===== config.mk =====
export PLATFORM = sky130hd
export DESIGN_NAME = ordered_list_delete_transpose
export DESIGN_NICKNAME = d
export VERILOG_FILES = /design/src/hw/rtl/olt_pkg.sv /design/src/hw/rtl/olt_cell.sv /design/src/hw/rtl/olt_enc.sv /design/src/hw/rtl/ordered_list_delete_transpose.sv
export SDC_FILE = /design/constraint.sdc
export NUM_CORES = 2
export LEC_CHECK = 0
export ABC_AREA = 1
export BUFFER_PORTS_ARGS = -buffer_cell sky130_fd_sc_hd__buf_4
export CORE_MARGIN = 2
export CORE_UTILIZATION = 48
export DETAILED_ROUTE_END_ITERATION = 10
export SLEW_MARGIN = 20
export SYNTH_ARGS = -nofsm -noshare
export SYNTH_HDL_FRONTEND = slang
export SYNTH_SLANG_ARGS = --single-unit

===== constraint.sdc =====
create_clock -name clk -period 5.9 [get_ports clk]
set_input_delay 1.18 -clock clk [delete_from_list [all_inputs] [get_ports clk]]
set_output_delay 1.18 -clock clk [all_outputs]
set_load 0.005 [all_outputs]

===== src/hw/rtl/olt_pkg.sv =====
// Types, codes and constants shared by the ordered list block
`default_nettype none
package olt_pkg;

	localparam int ID_W            = 7;
	localparam int DEF_MAX_ENTRIES = 64;
	localparam logic [ID_W-1:0] ENTRY_COUNT_RST = 7'd64;

	typedef enum logic [1:0] {
		REQ_REMOVE = 2'd0,
		REQ_MOVE   = 2'd1,
		REQ_READ   = 2'd2,
		REQ_LOAD   = 2'd3
	} req_type_t;

	typedef enum logic [1:0] {
		ST_OK      = 2'd0,
		ST_MISSING = 2'd1,
		ST_EMPTY   = 2'd2
	} status_t;

	typedef struct packed {
		req_type_t       req_type;
		logic [ID_W-1:0] target_id;
	} req_t;

	typedef struct packed {
		logic [ID_W-1:0] entry_id;
		status_t         status;
		logic            is_last;
	} rsp_t;

	// broadcast to every cell
	typedef struct packed {
		logic            load;
		logic            remove;
		logic            swap;
		logic            rotate;
		logic [ID_W-1:0] target;
	} cell_ctl_t;

endpackage
`default_nettype wire


===== src/hw/rtl/olt_cell.sv =====
// One list position: holds an id, compares it, takes a neighbor's id on command
`default_nettype none
module olt_cell import olt_pkg::*; #(
	parameter int LEN_W = 7,
	parameter int IDX   = 0
) (
	input  wire logic             clk,
	input  wire cell_ctl_t        ctl,
	input  wire logic [LEN_W-1:0] len,
	input  wire logic [LEN_W-1:0] pos,
	input  wire logic [ID_W-1:0]  prev_id,
	input  wire logic [ID_W-1:0]  next_id,
	input  wire logic [ID_W-1:0]  head_id,
	output logic      [ID_W-1:0]  id,
	output logic                  hit
);

	localparam logic [LEN_W-1:0] MY_POS  = LEN_W'(IDX);
	localparam logic [LEN_W-1:0] MY_NEXT = LEN_W'(IDX + 1);

	logic [ID_W-1:0] id_q;
	logic            in_list;
	logic            is_tail;

	assign in_list = MY_POS < len;
	assign is_tail = MY_NEXT == len;
	assign hit     = in_list && (id_q == ctl.target);
	assign id      = id_q;

	always_ff @(posedge clk) begin
		priority if (ctl.load) begin
			id_q <= ID_W'(IDX + 1);
		end else if (ctl.remove && MY_POS >= pos) begin
			id_q <= next_id;
		end else if (ctl.swap && MY_NEXT == pos) begin
			id_q <= next_id;
		end else if (ctl.swap && MY_POS == pos && IDX != 0) begin
			id_q <= prev_id;
		end else if (ctl.rotate && is_tail) begin
			// wrap the head around so the list is whole after a full pass
			id_q <= head_id;
		end else if (ctl.rotate && in_list) begin
			id_q <= next_id;
		end else begin
			id_q <= id_q;
		end
	end

endmodule
`default_nettype wire


===== src/hw/rtl/olt_enc.sv =====
// Turns the one-hot hit vector of the cell row into a position
`default_nettype none
module olt_enc #(
	parameter int N     = 64,
	parameter int LEN_W = 7
) (
	input  wire logic [N-1:0]     hit,
	output logic      [LEN_W-1:0] pos,
	output logic                  found
);

	// at most one cell hits, so an OR of the indexes is the position
	always_comb begin
		pos = '0;
		for (int i = 0; i < N; i++) begin
			pos = pos | (hit[i] ? LEN_W'(i) : '0);
		end
	end

	assign found = |hit;

endmodule
`default_nettype wire


===== src/hw/rtl/ordered_list_delete_transpose.sv =====
// Top level: ordered id list with remove, transpose, read-out and load
//
// channel | direction | handshake               | payload
// request | in        | start high, busy low    | req (req_type, target_id)
// result  | out       | done high per result    | rsp (entry_id, status, is_last)
// config  | in        | cfg_we high             | cfg_data (entry_count)
//
// Load and any request on an empty list: result one cycle after accept.
// Remove and move: the cells compare, the hit is encoded and registered, then
// the cells from the hit on shift toward the head, or the hit cell and the one before it swap, all in the same cycle.
// Read: one result per cycle for list_length cycles, taken from the head
// cell while the row rotates once around.
// Reset empties the list and sets entry_count to 64; results cannot be held off.
`default_nettype none
module ordered_list_delete_transpose import olt_pkg::*; #(
	parameter int MAX_ENTRIES = DEF_MAX_ENTRIES
) (
	input  wire logic            clk,
	input  wire logic            arst_n,
	input  wire logic            start,
	output logic                 busy,
	input  wire req_t            req,
	input  wire logic            cfg_we,
	input  wire logic [ID_W-1:0] cfg_data,
	output logic                 done,
	output rsp_t                 rsp
);

	localparam int LEN_W = $clog2(MAX_ENTRIES + 1);
	localparam int CNT_W = (LEN_W > ID_W) ? LEN_W : ID_W;

	typedef enum logic [2:0] {
		S_IDLE  = 3'b001,
		S_APPLY = 3'b010,
		S_READ  = 3'b100
	} state_t;

	state_t            state_q;
	logic [LEN_W-1:0]  len_q;
	logic [LEN_W-1:0]  rd_cnt_q;
	logic [LEN_W-1:0]  pos_q;
	logic              found_q;
	req_type_t         op_q;
	logic [ID_W-1:0]   entry_count_q;
	logic              done_q;
	rsp_t              rsp_q;

	cell_ctl_t         ctl;
	logic              accept;
	logic [MAX_ENTRIES-1:0] hits;
	logic [ID_W-1:0]   ids [MAX_ENTRIES];
	logic [LEN_W-1:0]  pos_d;
	logic              found_d;
	logic [CNT_W-1:0]  cnt_ext;
	logic [LEN_W-1:0]  load_len;

	assign busy   = state_q != S_IDLE;
	assign accept = start && !busy;
	assign done   = done_q;
	assign rsp    = rsp_q;

	// clamp the load count to the row length
	assign cnt_ext  = CNT_W'(entry_count_q);
	assign load_len = (cnt_ext > CNT_W'(MAX_ENTRIES)) ? LEN_W'(MAX_ENTRIES) : LEN_W'(cnt_ext);

	always_comb begin
		ctl.load   = accept && req.req_type == REQ_LOAD;
		ctl.remove = state_q == S_APPLY && found_q && op_q == REQ_REMOVE;
		ctl.swap   = state_q == S_APPLY && found_q && op_q == REQ_MOVE;
		ctl.rotate = state_q == S_READ;
		ctl.target = req.target_id;
	end

	for (genvar g = 0; g < MAX_ENTRIES; g++) begin : g_cell
		logic [ID_W-1:0] prev_id;
		logic [ID_W-1:0] next_id;

		if (g == 0) begin : g_head
			assign prev_id = '0;
		end else begin : g_body
			assign prev_id = ids[g-1];
		end
		if (g == MAX_ENTRIES - 1) begin : g_tail
			assign next_id = '0;
		end else begin : g_mid
			assign next_id = ids[g+1];
		end

		olt_cell #(
			.LEN_W (LEN_W),
			.IDX   (g)
		) u_cell (
			.clk     (clk),
			.ctl     (ctl),
			.len     (len_q),
			.pos     (pos_q),
			.prev_id (prev_id),
			.next_id (next_id),
			.head_id (ids[0]),
			.id      (ids[g]),
			.hit     (hits[g])
		);
	end

	olt_enc #(
		.N     (MAX_ENTRIES),
		.LEN_W (LEN_W)
	) u_enc (
		.hit   (hits),
		.pos   (pos_d),
		.found (found_d)
	);

	always_ff @(posedge clk or negedge arst_n) begin
		if (!arst_n) begin
			entry_count_q <= ENTRY_COUNT_RST;
		end else if (cfg_we) begin
			entry_count_q <= cfg_data;
		end
	end

	always_ff @(posedge clk or negedge arst_n) begin
		if (!arst_n) begin
			state_q  <= S_IDLE;
			len_q    <= '0;
			rd_cnt_q <= '0;
			pos_q    <= '0;
			found_q  <= 1'b0;
			op_q     <= REQ_REMOVE;
			done_q   <= 1'b0;
		end else begin
			done_q <= 1'b0;
			unique case (state_q)
				S_IDLE: begin
					if (accept) begin
						priority if (req.req_type == REQ_LOAD) begin
							len_q  <= load_len;
							done_q <= 1'b1;
						end else if (len_q == '0) begin
							done_q <= 1'b1;
						end else if (req.req_type == REQ_READ) begin
							rd_cnt_q <= len_q;
							state_q  <= S_READ;
						end else begin
							op_q    <= req.req_type;
							pos_q   <= pos_d;
							found_q <= found_d;
							state_q <= S_APPLY;
						end
					end
				end
				S_APPLY: begin
					done_q  <= 1'b1;
					state_q <= S_IDLE;
					if (found_q && op_q == REQ_REMOVE) begin
						len_q <= len_q - LEN_W'(1);
					end
				end
				S_READ: begin
					done_q   <= 1'b1;
					rd_cnt_q <= rd_cnt_q - LEN_W'(1);
					if (rd_cnt_q == LEN_W'(1)) begin
						state_q <= S_IDLE;
					end
				end
				default: begin
					state_q <= S_IDLE;
				end
			endcase
		end
	end

	// result payload
	always_ff @(posedge clk) begin
		unique case (state_q)
			S_IDLE: begin
				rsp_q.entry_id <= '0;
				rsp_q.is_last  <= 1'b1;
				rsp_q.status   <= (req.req_type != REQ_LOAD && len_q == '0) ? ST_EMPTY : ST_OK;
			end
			S_APPLY: begin
				rsp_q.entry_id <= '0;
				rsp_q.is_last  <= 1'b1;
				rsp_q.status   <= found_q ? ST_OK : ST_MISSING;
			end
			S_READ: begin
				rsp_q.entry_id <= ids[0];
				rsp_q.is_last  <= rd_cnt_q == LEN_W'(1);
				rsp_q.status   <= ST_OK;
			end
			default: begin
				rsp_q <= rsp_q;
			end
		endcase
	end

endmodule
`default_nettype wire


==> impl_results.md <==
* Pwr Density at between 500 and 600 nW/um2
* Internal power at 10200 uW
* Slowest CP cell: nor2_1
* Worst clock skew at 0.0389 ns
* Final #Nets at 5831
* Setup crit start kind: flop
* Vias at about 42k
* Cell taking the most area after synthesis: dfxtp_1
* Yosys warning total at 0
* Mapped Cells at 5932
* Cts hold-fix bufs at 0
* Total track usage at 44.5%
* FMAX at approximately 0.24 GHz
* Largest net degree at the start of global routing at 84
* Ranking of synthesized cells by area: dfxtp_1, nand2_1, o21ai_0
* Min Clock Period, post-route at 4.12 ns
* Post-Route WL at approximately 180 mm
* Hold Fails Final Rpt at 0
* Worst vdd ir at 0.294 mV
* Result of the run: complete, no violations
* Clock sink count at ~490
* Drt drc at 0
* Grt ovf at 0
* Via density at 6.20
* Seq/Total Area, Yosys at 28.1%
* Port Buf Inserts at 31
* FF+latch count, synth at 492
* Avg Inst Size Synth at a little over 6 um2
* Top FF cell, synth: dfxtp_1
* Clock slew at reported path FFs at 0.06 ns
* Die width at approximately 280 um
* Setup violations, final at 0
* Resize count post-CTS at 0
* Busiest layer in global routing: met2
* Commonest non-fill, non-tap cells in the layout: nand2_1, o21ai_0, nor2_1
* Hpwl dp at between 100 and 150 mm
* Drt pass-1 iters at 8
* Vias in the first global route at 38.3k
* GR Util met3 at 9.37%
* Net switching power figure at 10000 uW
* Hold Crit Class: reg2reg
* Chip height at 278 um
* Initial antenna violation count at 6
* Worst path max stage delay at slightly above 1 ns
* Layout area overhead at 8.02%
* Max-slew headroom at 4.98%
* Max clock buf depth at 3
* Routability congestion estimate at ~1.1
* Synth top area share at 24.9%
* Commonest non-fill, non-tap cell in the layout: nand2_1
* Std-Cell Rows at 100
* Share of cells above drive strength 1 at 6.28%
* Core area at 74400 um2
* Met1 usage at 59.8%
* Post-CTS Setup Repair Bufs at 0
* Power share of the combinational group at 46.9%
* Distinct cells, synth at 53
* Max H-tree Level at 2
* Io pins at 32
* DRT iter0 DRCs at 5727
* Worst Setup End Kind: flop
* WP data arrival at 4.62 ns
* EDFF count, synth at 10
* Top delay family on crit path: simple AND/OR/NAND/NOR gates
* Clk Latency, worst-skew pair at 0.69 ns
* Sw Ratio at 49.6%
* Synthesized net count at a little under 6k
* Critical path type: reg2reg
* Leak pwr at ~0.018 uW
* Critical Path RT at 6.41 ns
* Initial Util at 48.5%
* Clk root buf: clkbuf_16
* Cell Chain, Critical Path: inv_2 -> nor2_1 -> nand2_1 -> nor2_1 -> nand2_1 -> nand4_1 -> or2_2 -> nand3_1
* ANT nets after route at 0
* RSZ-0062 raised after global routing: no
* First-pass GRT wire length at 259 mm
* CTS tree: built
* TritonCTS Buffers at 60
* Met2 Track Usage GR at 66.0%
* Final cycle utilization of the critical path at 69.8%
* Worst Tran Pin Value at roughly 1.4 ns
* Routed len/inst at 25.9 um
* Setup TNS at 0 ns
* Die footprint at 77400 um2
* Crit path max fanout at 14
* Seq pwr share at 33.0%
* Synthesized area at 36100 um2
* Max Cap Viol at 0
* Fin. max-slew vios at 0
* Hold Worst Slack at just under 0.5 ns
* Clock power frac at 20.1%
* Buf/Inv on CP at 1
* Post-synth ARST share at 6.91%
## tightest hold or removal path, stage by stage, from the launching register on
cell and delay (ns):
dfxtp_1 0.32, nand2_1 0.06, a21oi_1 0.05
## synth_stat cells, types with 3 or more instances
master	number
a211oi_1	38
a21oi_1	367
a31oi_1	36
buf_1	9
buf_2	103
buf_4	11
clkbuf_1	164
clkinv_1	7
dfrtp_1	32
dfxtp_1	448
edfxtp_1	10
ha_1	7
inv_1	548
inv_2	60
mux2i_1	5
nand2_1	1589
nand2_2	11
nand3_1	213
nand3_2	7
nand3b_1	13
nand4_1	51
nand4_2	5
nor2_1	668
nor2_2	26
nor2_4	7
nor3_1	33
nor3_2	19
nor3_4	7
nor3b_1	3
nor4_1	6
o2111ai_1	4
o211ai_1	215
o21ai_0	764
o21ai_1	31
o221ai_1	21
o22ai_1	102
o31ai_1	4
or2_2	5
xnor2_1	151
xor2_1	115
## cells by family after synthesis
kind of cell | synth area share [%]
AND/OR/NAND/NOR | 30.5
flip-flops | 28.1
multiplexers | 0.170
adder cells (fa/ha/maj) | 0.243
buffers and inverters | 9.94
XOR/XNOR | 6.46
AO/OA/AOI/OAI | 24.7
## final timing paths
kind	from	endpoint	slack, ns	depth (start not counted)
max	pos_q[2]	g_cell[51].u_cell.id[2]	1.78	8
min	g_cell[7].u_cell.id[0]	g_cell[7].u_cell.id[0]	0.48	2
max in group asynchronous	arst_n	cnt_ext[6]	5.02	1
min reg2reg	g_cell[7].u_cell.id[0]	g_cell[7].u_cell.id[0]	0.48	2
max reg2reg	pos_q[2]	g_cell[51].u_cell.id[2]	1.78	8
min in group asynchronous	arst_n	done	0.50	1
## sequential cells by signal (all words and copies together), names as in the netlist
register,flops
op_q,2
rsp,10
rd_cnt_q,7
state_q,3
cnt_ext,7
pos_q,6
len_q,7
done,1
found_q,1
g_cell.u_cell.id,448
## cell type report
class / instances / area [um2]
repair buffers: 99 / 806
flip-flops and latches: 492 / 10100
inverters: 616 / 2320
fillers: 7871 / 35500
clock inverters: 26 / 317
well taps: 969 / 1210
multi-input cells: 4535 / 22400
diodes: 2 / 5.00
clock buffers: 88 / 1790
## metal layers
metal / vias to the layer above / share of wire (%)
li1: 19349 / -
met1: 19587 / 40
met2: 2749 / 41
met3: 648 / 12
met4: 8 / 6.7
met5: - / 0.027
## power by group through the flow
stage          combinational, uW  sequential (uW)  clock (uW)
6_report                    9490             6670        4060
5_1_grt                    10200             6780        4200
4_1_cts                     9100             6570        4070
3_5_place_dp                9050             6630           0
3_3_place_gp                9010             6640           0
2_1_floorplan               6260             5850           0
## metrics by stage
stage	instance area [um2]	std cells	worst slack (ns)	utilization, %	power [uW]
floorplan	36100	5932	3.17	-	12100
global placement	36900	6711	1.57	49.5	15600
detailed placement	36900	6711	1.58	49.5	15700
CTS	39000	6825	2.15	52.3	19700
global route	39000	6825	1.91	52.3	21200
finish	39000	6827	1.78	52.3	20200
Note: power is estimated with default switching activity, not from simulation.
